===== src/rtl/hpd_pkg.sv =====
//------------------------------------------------------------------------------
// hpd_pkg
// Shared constants, types and the CORDIC arctangent table for the heading
// controller.
//------------------------------------------------------------------------------
`default_nettype none
package hpd_pkg;

  localparam int CordicSteps = 16;
  localparam int TableLen    = 24;
  localparam int NumSteps    = (CordicSteps < TableLen) ? CordicSteps : TableLen;
  localparam int StepW       = $clog2(NumSteps + 1);

  localparam logic signed [16:0] PiQ13    = 17'sd25736;
  localparam logic signed [17:0] TwoPiQ13 = 18'sd51472;
  localparam logic signed [35:0] HalfPiZ  = 36'sd102944;
  localparam logic [7:0]         PwmFloor = 8'd10;
  localparam int                 PdFrac   = 21;

  localparam logic [1:0] RegKp   = 2'd0;
  localparam logic [1:0] RegKd   = 2'd1;
  localparam logic [1:0] RegBase = 2'd2;
  localparam logic [1:0] RegMax  = 2'd3;

  // Decoded item passed from the front end to the back end.
  typedef struct packed {
    logic               by_angle;
    logic signed [15:0] tdx;
    logic signed [15:0] tdy;
    logic signed [15:0] hx;
    logic signed [15:0] hy;
    logic signed [15:0] hang;
  } item_t;

  localparam int ItemW = $bits(item_t);

  function automatic logic [16:0] atan_entry(input logic [4:0] i);
    logic [16:0] v;
    begin
      unique case (i)
        5'd0:    v = 17'd51472;
        5'd1:    v = 17'd30386;
        5'd2:    v = 17'd16055;
        5'd3:    v = 17'd8150;
        5'd4:    v = 17'd4091;
        5'd5:    v = 17'd2047;
        5'd6:    v = 17'd1024;
        5'd7:    v = 17'd512;
        5'd8:    v = 17'd256;
        5'd9:    v = 17'd128;
        5'd10:   v = 17'd64;
        5'd11:   v = 17'd32;
        5'd12:   v = 17'd16;
        5'd13:   v = 17'd8;
        5'd14:   v = 17'd4;
        5'd15:   v = 17'd2;
        5'd16:   v = 17'd1;
        default: v = 17'd0;
      endcase
      return v;
    end
  endfunction

endpackage
`default_nettype wire


===== src/rtl/hpd_fifo.sv =====
//------------------------------------------------------------------------------
// hpd_fifo
// Two-entry queue that decouples the input front end from the back end.
//------------------------------------------------------------------------------
`default_nettype none
module hpd_fifo
  import hpd_pkg::*;
(
  input  wire logic  clk,
  input  wire logic  rst_n,
  input  wire logic  wr_valid,
  output logic       wr_ready,
  input  wire item_t wr_data,
  output logic       rd_valid,
  input  wire logic  rd_ready,
  output item_t      rd_data
);

  item_t      mem_r [2];
  logic       wptr_r, rptr_r;
  logic [1:0] cnt_r;
  logic       do_wr, do_rd;

  assign wr_ready = (cnt_r != 2'd2);
  assign rd_valid = (cnt_r != 2'd0);
  assign rd_data  = mem_r[rptr_r];
  assign do_wr    = wr_valid && wr_ready;
  assign do_rd    = rd_valid && rd_ready;

  always_ff @(posedge clk) begin
    if (do_wr) begin
      mem_r[wptr_r] <= wr_data;
    end
    if (!rst_n) begin
      wptr_r <= 1'b0;
      rptr_r <= 1'b0;
      cnt_r  <= 2'd0;
    end else begin
      if (do_wr) wptr_r <= ~wptr_r;
      if (do_rd) rptr_r <= ~rptr_r;
      cnt_r <= cnt_r + {1'b0, do_wr} - {1'b0, do_rd};
    end
  end

endmodule
`default_nettype wire


===== src/rtl/hpd_cordic.sv =====
//------------------------------------------------------------------------------
// hpd_cordic
// Iterative CORDIC atan2, one rotation per cycle, result in Q3.13 radians.
//------------------------------------------------------------------------------
`default_nettype none
module hpd_cordic
  import hpd_pkg::*;
(
  input  wire logic               clk,
  input  wire logic               rst_n,
  input  wire logic               start,
  input  wire logic signed [15:0] vx,
  input  wire logic signed [15:0] vy,
  output logic                    done,
  output logic signed [16:0]      angle
);

  // x grows by at most about 1.65 times the magnitude of 2^16 * 2^15.
  logic signed [35:0] xs_r, ys_r, z_r, xs_nxt, ys_nxt, z_nxt;
  logic [StepW-1:0]   step_r;
  logic               busy_r, zero_r;
  logic signed [35:0] dx, dy, zr, q;
  logic signed [35:0] x0, y0;

  assign x0 = {{4{vx[15]}}, vx, 16'd0};
  assign y0 = {{4{vy[15]}}, vy, 16'd0};
  assign dx = ys_r >>> step_r;
  assign dy = xs_r >>> step_r;

  always_comb begin
    if (!ys_r[35]) begin
      xs_nxt = xs_r + dx;
      ys_nxt = ys_r - dy;
      z_nxt  = z_r + 36'(atan_entry(5'(step_r)));
    end else begin
      xs_nxt = xs_r - dx;
      ys_nxt = ys_r + dy;
      z_nxt  = z_r - 36'(atan_entry(5'(step_r)));
    end
  end

  assign zr = (z_r + 36'sd4) >>> 3;
  always_comb begin
    if (zero_r)                         q = 36'sd0;
    else if (zr > 36'(PiQ13))           q = 36'(PiQ13);
    else if (zr < -36'(PiQ13))          q = -36'(PiQ13);
    else                                q = zr;
  end
  assign angle = q[16:0];

  always_ff @(posedge clk) begin
    if (!rst_n) begin
      busy_r <= 1'b0;
      done   <= 1'b0;
      step_r <= '0;
    end else begin
      done <= 1'b0;
      if (start) begin
        busy_r <= 1'b1;
        step_r <= '0;
        zero_r <= (vx == 16'sd0) && (vy == 16'sd0);
        if (vx[15]) begin
          if (!vy[15]) begin
            xs_r <= y0; ys_r <= -x0; z_r <= HalfPiZ;
          end else begin
            xs_r <= -y0; ys_r <= x0; z_r <= -HalfPiZ;
          end
        end else begin
          xs_r <= x0; ys_r <= y0; z_r <= '0;
        end
      end else if (busy_r) begin
        xs_r   <= xs_nxt;
        ys_r   <= ys_nxt;
        z_r    <= z_nxt;
        step_r <= step_r + 1'b1;
        if (step_r == StepW'(NumSteps - 1)) begin
          busy_r <= 1'b0;
          done   <= 1'b1;
        end
      end
    end
  end

endmodule
`default_nettype wire


===== src/rtl/hpd_back.sv =====
//------------------------------------------------------------------------------
// hpd_back
// Sequencer: bearing via the CORDIC, heading via the CORDIC or from the item's
// angle, error wrap, PD term, wheel clamping and the output register.
//------------------------------------------------------------------------------
`default_nettype none
module hpd_back
  import hpd_pkg::*;
(
  input  wire logic               clk,
  input  wire logic               rst_n,
  input  wire logic               item_valid,
  output logic                    item_ready,
  input  wire item_t              item,
  input  wire logic signed [15:0] kp,
  input  wire logic signed [15:0] kd,
  input  wire logic [7:0]         base_pwm,
  input  wire logic [7:0]         max_pwm,
  output logic                    out_valid,
  input  wire logic               out_ready,
  output logic [7:0]              out_left_pwm,
  output logic [7:0]              out_right_pwm,
  output logic signed [16:0]      out_heading_error,
  output logic signed [15:0]      out_correction
);

  typedef enum logic [2:0] {
    S_IDLE, S_BEAR, S_HEAD, S_ERR, S_MUL, S_SUM, S_OUT
  } state_t;

  state_t             state_r;
  item_t              it_r;
  logic signed [16:0] bear_r, head_r, err_r, prev_r;
  logic signed [33:0] pk_r, pd_r;
  logic signed [35:0] pdsum_r;
  logic               cs_start, cs_done;
  logic signed [15:0] cs_x, cs_y;
  logic signed [16:0] cs_angle;
  logic signed [17:0] e0, b1, h1, e1, derr;
  logic signed [36:0] base_q, sum_l, sum_r, sum_p, sum_m;
  logic signed [15:0] tl, tr, tc;
  logic signed [36:0] tc_full;

  function automatic logic signed [15:0] trunc_q(input logic signed [36:0] v);
    logic signed [36:0] t;
    begin
      t = v[36] ? -((-v) >>> PdFrac) : (v >>> PdFrac);
      if (t > 37'sd32767) return 16'sh7fff;
      else if (t < -37'sd32768) return 16'sh8000;
      else return t[15:0];
    end
  endfunction

  function automatic logic [7:0] wheel(input logic signed [15:0] v,
                                       input logic [7:0] mx);
    begin
      if (v > $signed({8'd0, mx})) return mx;
      else if (v < $signed({8'd0, PwmFloor})) return PwmFloor;
      else return v[7:0];
    end
  endfunction

  assign item_ready = (state_r == S_IDLE) && !out_valid;
  assign cs_x = (state_r == S_IDLE) ? item.tdx : it_r.hx;
  assign cs_y = (state_r == S_IDLE) ? item.tdy : it_r.hy;
  assign cs_start = ((state_r == S_IDLE) && item_valid && item_ready)
                 || ((state_r == S_BEAR) && cs_done && !it_r.by_angle);

  hpd_cordic u_cordic (
    .clk   (clk),
    .rst_n (rst_n),
    .start (cs_start),
    .vx    (cs_x),
    .vy    (cs_y),
    .done  (cs_done),
    .angle (cs_angle)
  );

  assign e0 = 18'(bear_r) - 18'(head_r);
  assign b1 = bear_r[16] ? 18'(bear_r) + TwoPiQ13 : 18'(bear_r);
  assign h1 = head_r[16] ? 18'(head_r) + TwoPiQ13 : 18'(head_r);
  assign e1 = b1 - h1;
  assign derr = 18'(err_r) - 18'(prev_r);
  assign base_q = 37'($signed({1'b0, base_pwm})) <<< PdFrac;
  assign sum_p = base_q + 37'(pdsum_r);
  assign sum_m = base_q - 37'(pdsum_r);
  assign sum_l = it_r.by_angle ? sum_m : sum_p;
  assign sum_r = it_r.by_angle ? sum_p : sum_m;
  assign tl = trunc_q(sum_l);
  assign tr = trunc_q(sum_r);
  assign tc_full = 37'(pdsum_r);
  assign tc = trunc_q(tc_full);

  always_ff @(posedge clk) begin
    if (!rst_n) begin
      state_r   <= S_IDLE;
      out_valid <= 1'b0;
      prev_r    <= '0;
    end else begin
      if (out_valid && out_ready) out_valid <= 1'b0;
      unique case (state_r)
        S_IDLE: if (item_valid && item_ready) begin
          it_r    <= item;
          state_r <= S_BEAR;
        end
        S_BEAR: if (cs_done) begin
          bear_r <= cs_angle;
          if (it_r.by_angle) begin
            head_r  <= {it_r.hang[15], it_r.hang};
            state_r <= S_ERR;
          end else begin
            state_r <= S_HEAD;
          end
        end
        S_HEAD: if (cs_done) begin
          head_r  <= cs_angle;
          state_r <= S_ERR;
        end
        S_ERR: begin
          if (e0 > 18'(PiQ13) || e0 < -18'(PiQ13)) err_r <= e1[16:0];
          else err_r <= e0[16:0];
          state_r <= S_MUL;
        end
        S_MUL: begin
          pk_r    <= 34'(kp * err_r);
          pd_r    <= 34'(kd * derr);
          state_r <= S_SUM;
        end
        S_SUM: begin
          pdsum_r <= 36'(pk_r) + 36'(pd_r);
          prev_r  <= err_r;
          state_r <= S_OUT;
        end
        S_OUT: begin
          out_left_pwm      <= wheel(tl, max_pwm);
          out_right_pwm     <= wheel(tr, max_pwm);
          out_heading_error <= err_r;
          out_correction    <= tc;
          out_valid         <= 1'b1;
          state_r           <= S_IDLE;
        end
        default: state_r <= S_IDLE;
      endcase
    end
  end

endmodule
`default_nettype wire


===== src/rtl/hpd_front.sv =====
//------------------------------------------------------------------------------
// hpd_front
// Input front end: takes items and configuration writes, holds the registers.
//------------------------------------------------------------------------------
`default_nettype none
module hpd_front
  import hpd_pkg::*;
(
  input  wire logic               clk,
  input  wire logic               rst_n,
  input  wire logic               in_valid,
  output logic                    in_ready,
  input  wire logic               in_func,
  input  wire logic signed [15:0] in_target_dx,
  input  wire logic signed [15:0] in_target_dy,
  input  wire logic signed [15:0] in_heading_x,
  input  wire logic signed [15:0] in_heading_y,
  input  wire logic signed [15:0] in_heading_angle,
  input  wire logic               cfg_valid,
  output logic                    cfg_ready,
  input  wire logic [1:0]         cfg_index,
  input  wire logic [15:0]        cfg_data,
  output logic                    q_valid,
  input  wire logic               q_ready,
  output item_t                   q_item,
  output logic signed [15:0]      kp_r,
  output logic signed [15:0]      kd_r,
  output logic [7:0]              base_r,
  output logic [7:0]              max_r
);

  assign cfg_ready = 1'b1;
  assign q_valid   = in_valid;
  assign in_ready  = q_ready;
  always_comb begin
    q_item.by_angle = in_func;
    q_item.tdx      = in_target_dx;
    q_item.tdy      = in_target_dy;
    q_item.hx       = in_heading_x;
    q_item.hy       = in_heading_y;
    q_item.hang     = in_heading_angle;
  end

  always_ff @(posedge clk) begin
    if (!rst_n) begin
      kp_r   <= '0;
      kd_r   <= '0;
      base_r <= '0;
      max_r  <= 8'd160;
    end else if (cfg_valid) begin
      unique case (cfg_index)
        RegKp:   kp_r   <= cfg_data;
        RegKd:   kd_r   <= cfg_data;
        RegBase: base_r <= cfg_data[7:0];
        RegMax:  max_r  <= cfg_data[7:0];
        default: ;
      endcase
    end
  end

endmodule
`default_nettype wire


===== src/rtl/heading_pd_differential_drive.sv =====
// Sequence: an angle-heading item takes one 16-step CORDIC pass, a vector item
// two, followed by the error, multiply, sum and output states. The back end
// takes its next item only after its result has left, so it never starts a new
// item before the last one is through.
// Reset: synchronous active-low rst_n; gains clear, max_pwm is 160,
// previous error clears.
//------------------------------------------------------------------------------
// heading_pd_differential_drive
// PD heading controller producing wheel PWMs from target and heading.
//------------------------------------------------------------------------------
`default_nettype none
module heading_pd_differential_drive
  import hpd_pkg::*;
(
  input  wire logic               clk,
  input  wire logic               rst_n,
  input  wire logic               in_valid,
  output logic                    in_ready,
  input  wire logic               in_func,
  input  wire logic signed [15:0] in_target_dx,
  input  wire logic signed [15:0] in_target_dy,
  input  wire logic signed [15:0] in_heading_x,
  input  wire logic signed [15:0] in_heading_y,
  input  wire logic signed [15:0] in_heading_angle,
  input  wire logic               cfg_valid,
  output logic                    cfg_ready,
  input  wire logic [1:0]         cfg_index,
  input  wire logic [15:0]        cfg_data,
  output logic                    out_valid,
  input  wire logic               out_ready,
  output logic [7:0]              out_left_pwm,
  output logic [7:0]              out_right_pwm,
  output logic signed [16:0]      out_heading_error,
  output logic signed [15:0]      out_correction
);

  logic               fq_valid, fq_ready, bq_valid, bq_ready;
  item_t              fq_item, bq_item;
  logic signed [15:0] kp, kd;
  logic [7:0]         base, maxp;

  hpd_front u_front (
    .clk(clk), .rst_n(rst_n),
    .in_valid(in_valid), .in_ready(in_ready), .in_func(in_func),
    .in_target_dx(in_target_dx), .in_target_dy(in_target_dy),
    .in_heading_x(in_heading_x), .in_heading_y(in_heading_y),
    .in_heading_angle(in_heading_angle),
    .cfg_valid(cfg_valid), .cfg_ready(cfg_ready),
    .cfg_index(cfg_index), .cfg_data(cfg_data),
    .q_valid(fq_valid), .q_ready(fq_ready), .q_item(fq_item),
    .kp_r(kp), .kd_r(kd), .base_r(base), .max_r(maxp)
  );

  hpd_fifo u_fifo (
    .clk(clk), .rst_n(rst_n),
    .wr_valid(fq_valid), .wr_ready(fq_ready), .wr_data(fq_item),
    .rd_valid(bq_valid), .rd_ready(bq_ready), .rd_data(bq_item)
  );

  hpd_back u_back (
    .clk(clk), .rst_n(rst_n),
    .item_valid(bq_valid), .item_ready(bq_ready), .item(bq_item),
    .kp(kp), .kd(kd), .base_pwm(base), .max_pwm(maxp),
    .out_valid(out_valid), .out_ready(out_ready),
    .out_left_pwm(out_left_pwm), .out_right_pwm(out_right_pwm),
    .out_heading_error(out_heading_error), .out_correction(out_correction)
  );

endmodule
`default_nettype wire


===== config.mk =====
export PLATFORM = sky130hd
export DESIGN_NAME = heading_pd_differential_drive
export DESIGN_NICKNAME = d
export VERILOG_FILES = /design/src/rtl/hpd_pkg.sv /design/src/rtl/hpd_fifo.sv /design/src/rtl/hpd_cordic.sv /design/src/rtl/hpd_back.sv /design/src/rtl/hpd_front.sv /design/src/rtl/heading_pd_differential_drive.sv
export SDC_FILE = /design/constraint.sdc
export NUM_CORES = 2
export LEC_CHECK = 0
export BUFFER_PORTS_ARGS = -buffer_cell sky130_fd_sc_hd__buf_2
export CORE_ASPECT_RATIO = 0.5
export CORE_MARGIN = 2
export CORE_UTILIZATION = 60
export CTS_CLUSTER_DIAMETER = 60
export DETAILED_ROUTE_END_ITERATION = 10
export PLACE_DENSITY_LB_ADDON = 0.3
export SKIP_CTS_REPAIR_TIMING = 1
export SYNTH_ARGS = -nofsm -noshare
export SYNTH_HDL_FRONTEND = slang
export SYNTH_HIERARCHICAL = 1
export SYNTH_SLANG_ARGS = --single-unit

===== constraint.sdc =====
create_clock -name clk -period 18.3 [get_ports clk]
set_input_delay 3.66 -clock clk [delete_from_list [all_inputs] [get_ports clk]]
set_output_delay 3.66 -clock clk [all_outputs]
set_load 0.1 [all_outputs]

; ---- Word-level counts from Yosys, hierarchy flattened
; Memories as Yosys holds them, arrays and structs flattened. A register that Yosys moved wholly into a read port is not among the register bits.
; Cells that the tools add are included.
[classes]
magnitude_cmp = 14
muxes = 62
addsub = 26
bitwise = 4
shift = 2
eq_ne = 15
n_reduce_logical = 37
n_mul = 2
[op_table]
columns = cell, count
row1 = $mux 36, 15
row2 = $mux 17, 11
row3 = $mux 37, 5
row4 = $mux 16, 7
row5 = $gt 37x16->1 const B, 3
row6 = $lt 37x16->1 const B, 3
row7 = $neg 16->37, 3
row8 = $neg 37->37, 2
row9 = $add 36x36->36, 2
row10 = $neg 32->36, 2
row11 = $sshr 36x5->36, 2
row12 = $sub 36x36->36, 2
row13 = $neg 35->37, 1
row14 = $add 30x35->36, 1
row15 = $add 36x17->36, 1
row16 = $add 36x4->36 const B, 1
row17 = $sub 17x17->18, 2
row18 = $sub 30x35->36, 1
row19 = $sub 36x17->36, 1
row20 = $add 33x34->35, 1
row21 = $add 17x17->17 const B, 2
row22 = $mul 16x18->34, 1
row23 = $pmux 17 s2, 1
row24 = $gt 33x16->1 const B, 1
row25 = other kinds (36), 91
[totals]
out_inout_bits = 52
reg_bits = 440
word_cells = 196
ramBits = 162
mem_bits_ro = 1024
mem_count = 3
in_bits = 104
[mem_list]
columns = memory, depth, word_bits, rd, rd_ports_with_merged_regs, wr, line_no
row1 = (no name shown), 32, 16, 1, 1, 0, hpd_pkg.sv:40  ; unique case (i)
row2 = (no name shown), 32, 16, 1, 1, 0, hpd_pkg.sv:40
row3 = u_fifo.mem_r, 2, 81, 1, 1, 1, hpd_fifo.sv:19  ; item_t mem_r [2];

; ---- Longest topological paths before layout
[logic_depth]
word_depth = 11
mapped_depth = 44
depth_no_buf = 41

; ---- Cells and area by module
; The synthesis kept the hierarchy.
[modules_own_cells]
columns = mod, n_inst, area_per_inst_um2, seq_area_each_um2, cells_each
row1 = hpd_back, 1, 40890.5, 7957.6, 4425
row2 = hpd_cordic, 1, 19641.3, 3733.6, 2288
row3 = hpd_fifo, 1, 6482.5, 4964.8, 276
row4 = hpd_front, 1, 2442.3, 960.9, 264

; ---- Least setup slack after synthesis
; Ideal clock, no wire load.
[synth_timing]
path_type = register to register
from = register u_back.err_r[0]
to = register u_back.pd_r[32], data pin
slack_ns = 8.867
stages_incl_launch_ff = 43
n_path_buf = 3
arrival_time_ns = 9.175
synth_period_minus_slack_ns = 9.433
required_ns = 18.042
setup_ns = 0.258
cell_sequence = edfxtp_1 > clkbuf_1 > inv_1 > ha_1 > inv_1 > fa_1 > a21o_1 > a21oi_1 > o21ai_0 > a21oi_1 > o21ai_0 > a21oi_1 > o21ai_0 > a21oi_1 > o21bai_1 > a21oi_1 > nor2b_1 > o31a_1 > [... 7 more ...] > inv_1 > fa_1 > fa_1 > fa_1 > inv_1 > fa_1 > ha_1 > nand3_1 > nand2_1 > a41o_1 > o41ai_1 > o21a_1 > a221oi_1 > nand4_1 > a31oi_1 > a21o_1 > a21oi_1 > xnor2_1
[synth_between]
elab_chain_len = 2
[synth_rtl]
columns = item, line_no
row1 = from (decl), hpd_back.sv:33  ; logic signed [16:0] bear_r, head_r, err_r, prev_r;
row2 = from (signal assigned), hpd_back.sv:120  ; if (e0 > 18'(PiQ13) || e0 < -18'(PiQ13)) err_r <= e1[16:0];
row3 = from (signal assigned), hpd_back.sv:121  ; else err_r <= e0[16:0];
row4 = $sub 17x17->18, hpd_back.sv:83  ; assign derr = 18'(err_r) - 18'(prev_r);
row5 = $mul 16x18->34, hpd_back.sv:126  ; pd_r <= 34'(kd * derr);
row6 = to (signal assigned), hpd_back.sv:126
row7 = to (decl), hpd_back.sv:34  ; logic signed [33:0] pk_r, pd_r;
; No other way between the ends.
; A chain may end at the register's enable or synchronous reset.

; ---- Worst setup path in the final report
; Same ends and word-level chain as after synthesis.

==> results.ini <==
[final_layout]
nFillCells = 9338
drive_above_1_share_pct = 9.858
area_growth_pct = 4.655
final_nets = 8215
final_util_pct = 63.18
fin_area_mm2 = 0.07269
final_cells = 8703

[floorplan]
die_h_um = 244.6
die_w_um = 485.2
dieArea_mm2 = 0.1187
ioPinCount = 156
fp.coreArea_mm2 = 0.1151
start_util_pct = 60.37
rows = 88

[synth]
synth-seq-cells = 619
synth_warnings = 6
synth_cells = 7253
synth_top_cells_by_count = 787 x inv_1, 787 x nand2_1, 573 x fa_1, 522 x edfxtp_1, 418 x ha_1
syn_nets = 8348
yosysTopAreaCellShare_pct = 22.57
syn-cell-area_mm2 = 0.06946
synth_cell_types = 124
syn_area_per_cell_um2 = 9.576
ys_top_cells_by_area = edfxtp_1 23%, fa_1 17%, ha_1 7.5%
yosysSeqAreaShare_pct = 25.36
synth-edff-count = 522
synthArstFlopShare_pct = 0
synth_top_area_cell = edfxtp_1
ys.flop_type = edfxtp_1

[route]
drtAntennaViolNets = 0
remaining_drc_errors = 0
drtIter0Drc = 5226
routed_via_density = 6.220
totalWireLength_um = 180800
wl_per_cell_um = 20.78
first_pass_iters = 9
via_count = 54130

[worst_setup_path]
end_kind = flop
critPathMaxStageDelay_ns = 0.62
regToRegEndpoint = u_back/pd_r[32]$_DFFE_PP_
r2r_setup_slack_ns = 7.85
crit_required_ns = 18.72
start_kind = flop
cp_top_family = compound AO/OA/AOI/OAI gates
reg2regPathDepth = 40
critPathMaxFanout = 27
critical_path_class = reg2reg
critPathArrivalTime_ns = 10.88
reg2reg_from = u_back/err_r[0]$_DFFE_PP_
cpMaxStageDelayCell = o31a_1
critPathBufInv = 6

[placement]
place_inst = 8582
pre_cts_slack_ns = 7.940
port-buffer-count = 154
placement.cell_area_mm2 = 0.07041
dp_hpwl_um = 137900
gp_congestion = 0.9826

[timing]
rsz0062_at_grt = no
setup_viol = 0
max-slew-margin-rel_pct = 19.34
skew_ns = 0.06892
max_freq_mhz = 95.66
setup_slack_ns = 7.847
period_needed_ns = 10.45
whs_ns = 0.4570
hold_viol_final = 0
tns_ns = 0
slew_violations = 0
min_period_over_period_pct = 57.12
tightest_slew_ns = 1.206

[grt]
met2_usage_pct = 50.38
top_usage_layer = met2
grtUsageMet1_pct = 39.49
use_met3_pct = 5.236
grtUsageTotal_pct = 30.44
grt_pass1_wl_um = 289200
grt_max_degree = 147
overflow = 0
antenna_found_initial = 3
grt_pass1_vias = 52710

[pwr]
leakagePower_nw = 29.97
power_density_mw_per_mm2 = 136.4
ir_worst_vdd_v = 0.0001766
fin_total_pwr_mw = 9.917

[hold_path]
whs_endpoint = u_back/prev_r[14]$_SDFFE_PN0N_
hp-start = u_back/prev_r[14]$_SDFFE_PN0N_
hold_path_class = reg2reg
hold_path_depth = 2

[cts]
clock_latency_ns = 0.71
cts_tree = built
clk_pin_slew_ns = 0.07
cts.sinks = 619
cts_buffers = 66
cts_buffer_depth = 3
cts_root_buffer = clkbuf_16
htree_levels = 3

[run_status]
status = completed

[run]
maxCapViolations = 0

-- cell families (layout without fill, tap and decap cells) --
| logic type | count (synthesis) | after routing | share of synthesized area, % |
|---|---|---|---|
| adder cells (fa/ha/maj) | 991 | 991 | 24.05 |
| buffers and inverters | 1218 | 1137 | 7.697 |
| flip-flops | 619 | 619 | 25.36 |
| other | 1 | 2 | 0.005399 |
| multiplexers | 407 | 407 | 8.524 |
| AND/OR/NAND/NOR | 2250 | 2250 | 16.16 |
| XOR/XNOR | 414 | 414 | 5.240 |
| AO/OA/AOI/OAI | 1353 | 1353 | 12.97 |
-- placed cells by master (no fill, tap or decap), types with 155 or more instances in the layout --
cell type / count
inv_1: 787
nand2_1: 787
fa_1: 573
edfxtp_1: 522
ha_1: 418
nor2_1: 360
a21oi_1: 321
xnor2_1: 291
o21ai_0: 276
and2_1: 216
nor3_1: 155
-- worst max path at each step --
| stage | from | endpoint | slack (ns) | cells past startpoint |
|---|---|---|---|---|
| 2_1_floorplan | u_back/err_r[0]$_DFFE_PP_ | u_back/pd_r[32]$_DFFE_PP_ | 8.87 | 42 |
| 3_3_place_gp | u_back/err_r[0]$_DFFE_PP_ | u_back/pd_r[32]$_DFFE_PP_ | 8.05 | 40 |
| 3_5_place_dp | u_back/err_r[0]$_DFFE_PP_ | u_back/pd_r[32]$_DFFE_PP_ | 7.94 | 40 |
| 4_1_cts | u_back/err_r[0]$_DFFE_PP_ | u_back/pd_r[32]$_DFFE_PP_ | 7.88 | 40 |
| 5_1_grt | u_back/err_r[0]$_DFFE_PP_ | u_back/pd_r[32]$_DFFE_PP_ | 7.10 | 40 |
| 6_report | u_back/err_r[0]$_DFFE_PP_ | u_back/pd_r[32]$_DFFE_PP_ | 7.85 | 40 |
-- final cells by class --
class                           count  area, um2  area share (%)
Antenna cell                        1      2.502        0.003443
Sequential cell                   619      17630           24.26
Clock inverter                     41      529.3          0.7281
Tap cell                         1530       1914           2.634
Clock buffer                       79       1752           2.410
Multi-Input combinational cell   5416      46570           64.06
Timing Repair Buffer              225       1319           1.814
Inverter                          792       2973           4.090
-- sequential cells by signal (all words and copies together) (netlist names), 16 cells and up, named ones only --
name,count
u_front/kp_r,16
u_back/u_cordic/xs_r,36
u_back/out_correction,16
u_back/head_r,17
u_back/bear_r,17
u_back/pdsum_r,35
u_back/prev_r,17
u_back/it_r,49
u_back/u_cordic/ys_r,36
u_back/out_heading_error,17
u_fifo/mem_r,162
u_back/pk_r,33
u_back/pd_r,34
u_back/u_cordic/z_r,36
u_front/kd_r,16
u_back/err_r,17
-- worst register-to-register path, delay by kind of cell (launching register included) --
kind	cells	cell delay, ns
AOI/OAI and AO/OA	19	4.40
xor gates and xnor gates	1	0.08
adders and majority gates	9	3.98
buffers and inverters	6	0.63
DFF	1	0.58
and+or+nand+nor	5	0.53
-- per-layer routing --
layer,vias up,share of wire (%)
li1,25010,-
met1,26420,41
met2,2239,47
met3,457,7.5
met4,2,4.9
met5,-,0.0072
-- report_power, final --
group	switching (mW)	total, mW	internal, mW
Combinational	3.50	6.08	2.58
Clock	0.637	1.41	0.777
Sequential	0.381	2.42	2.04
Note: power is estimated with default switching activity, not from simulation.
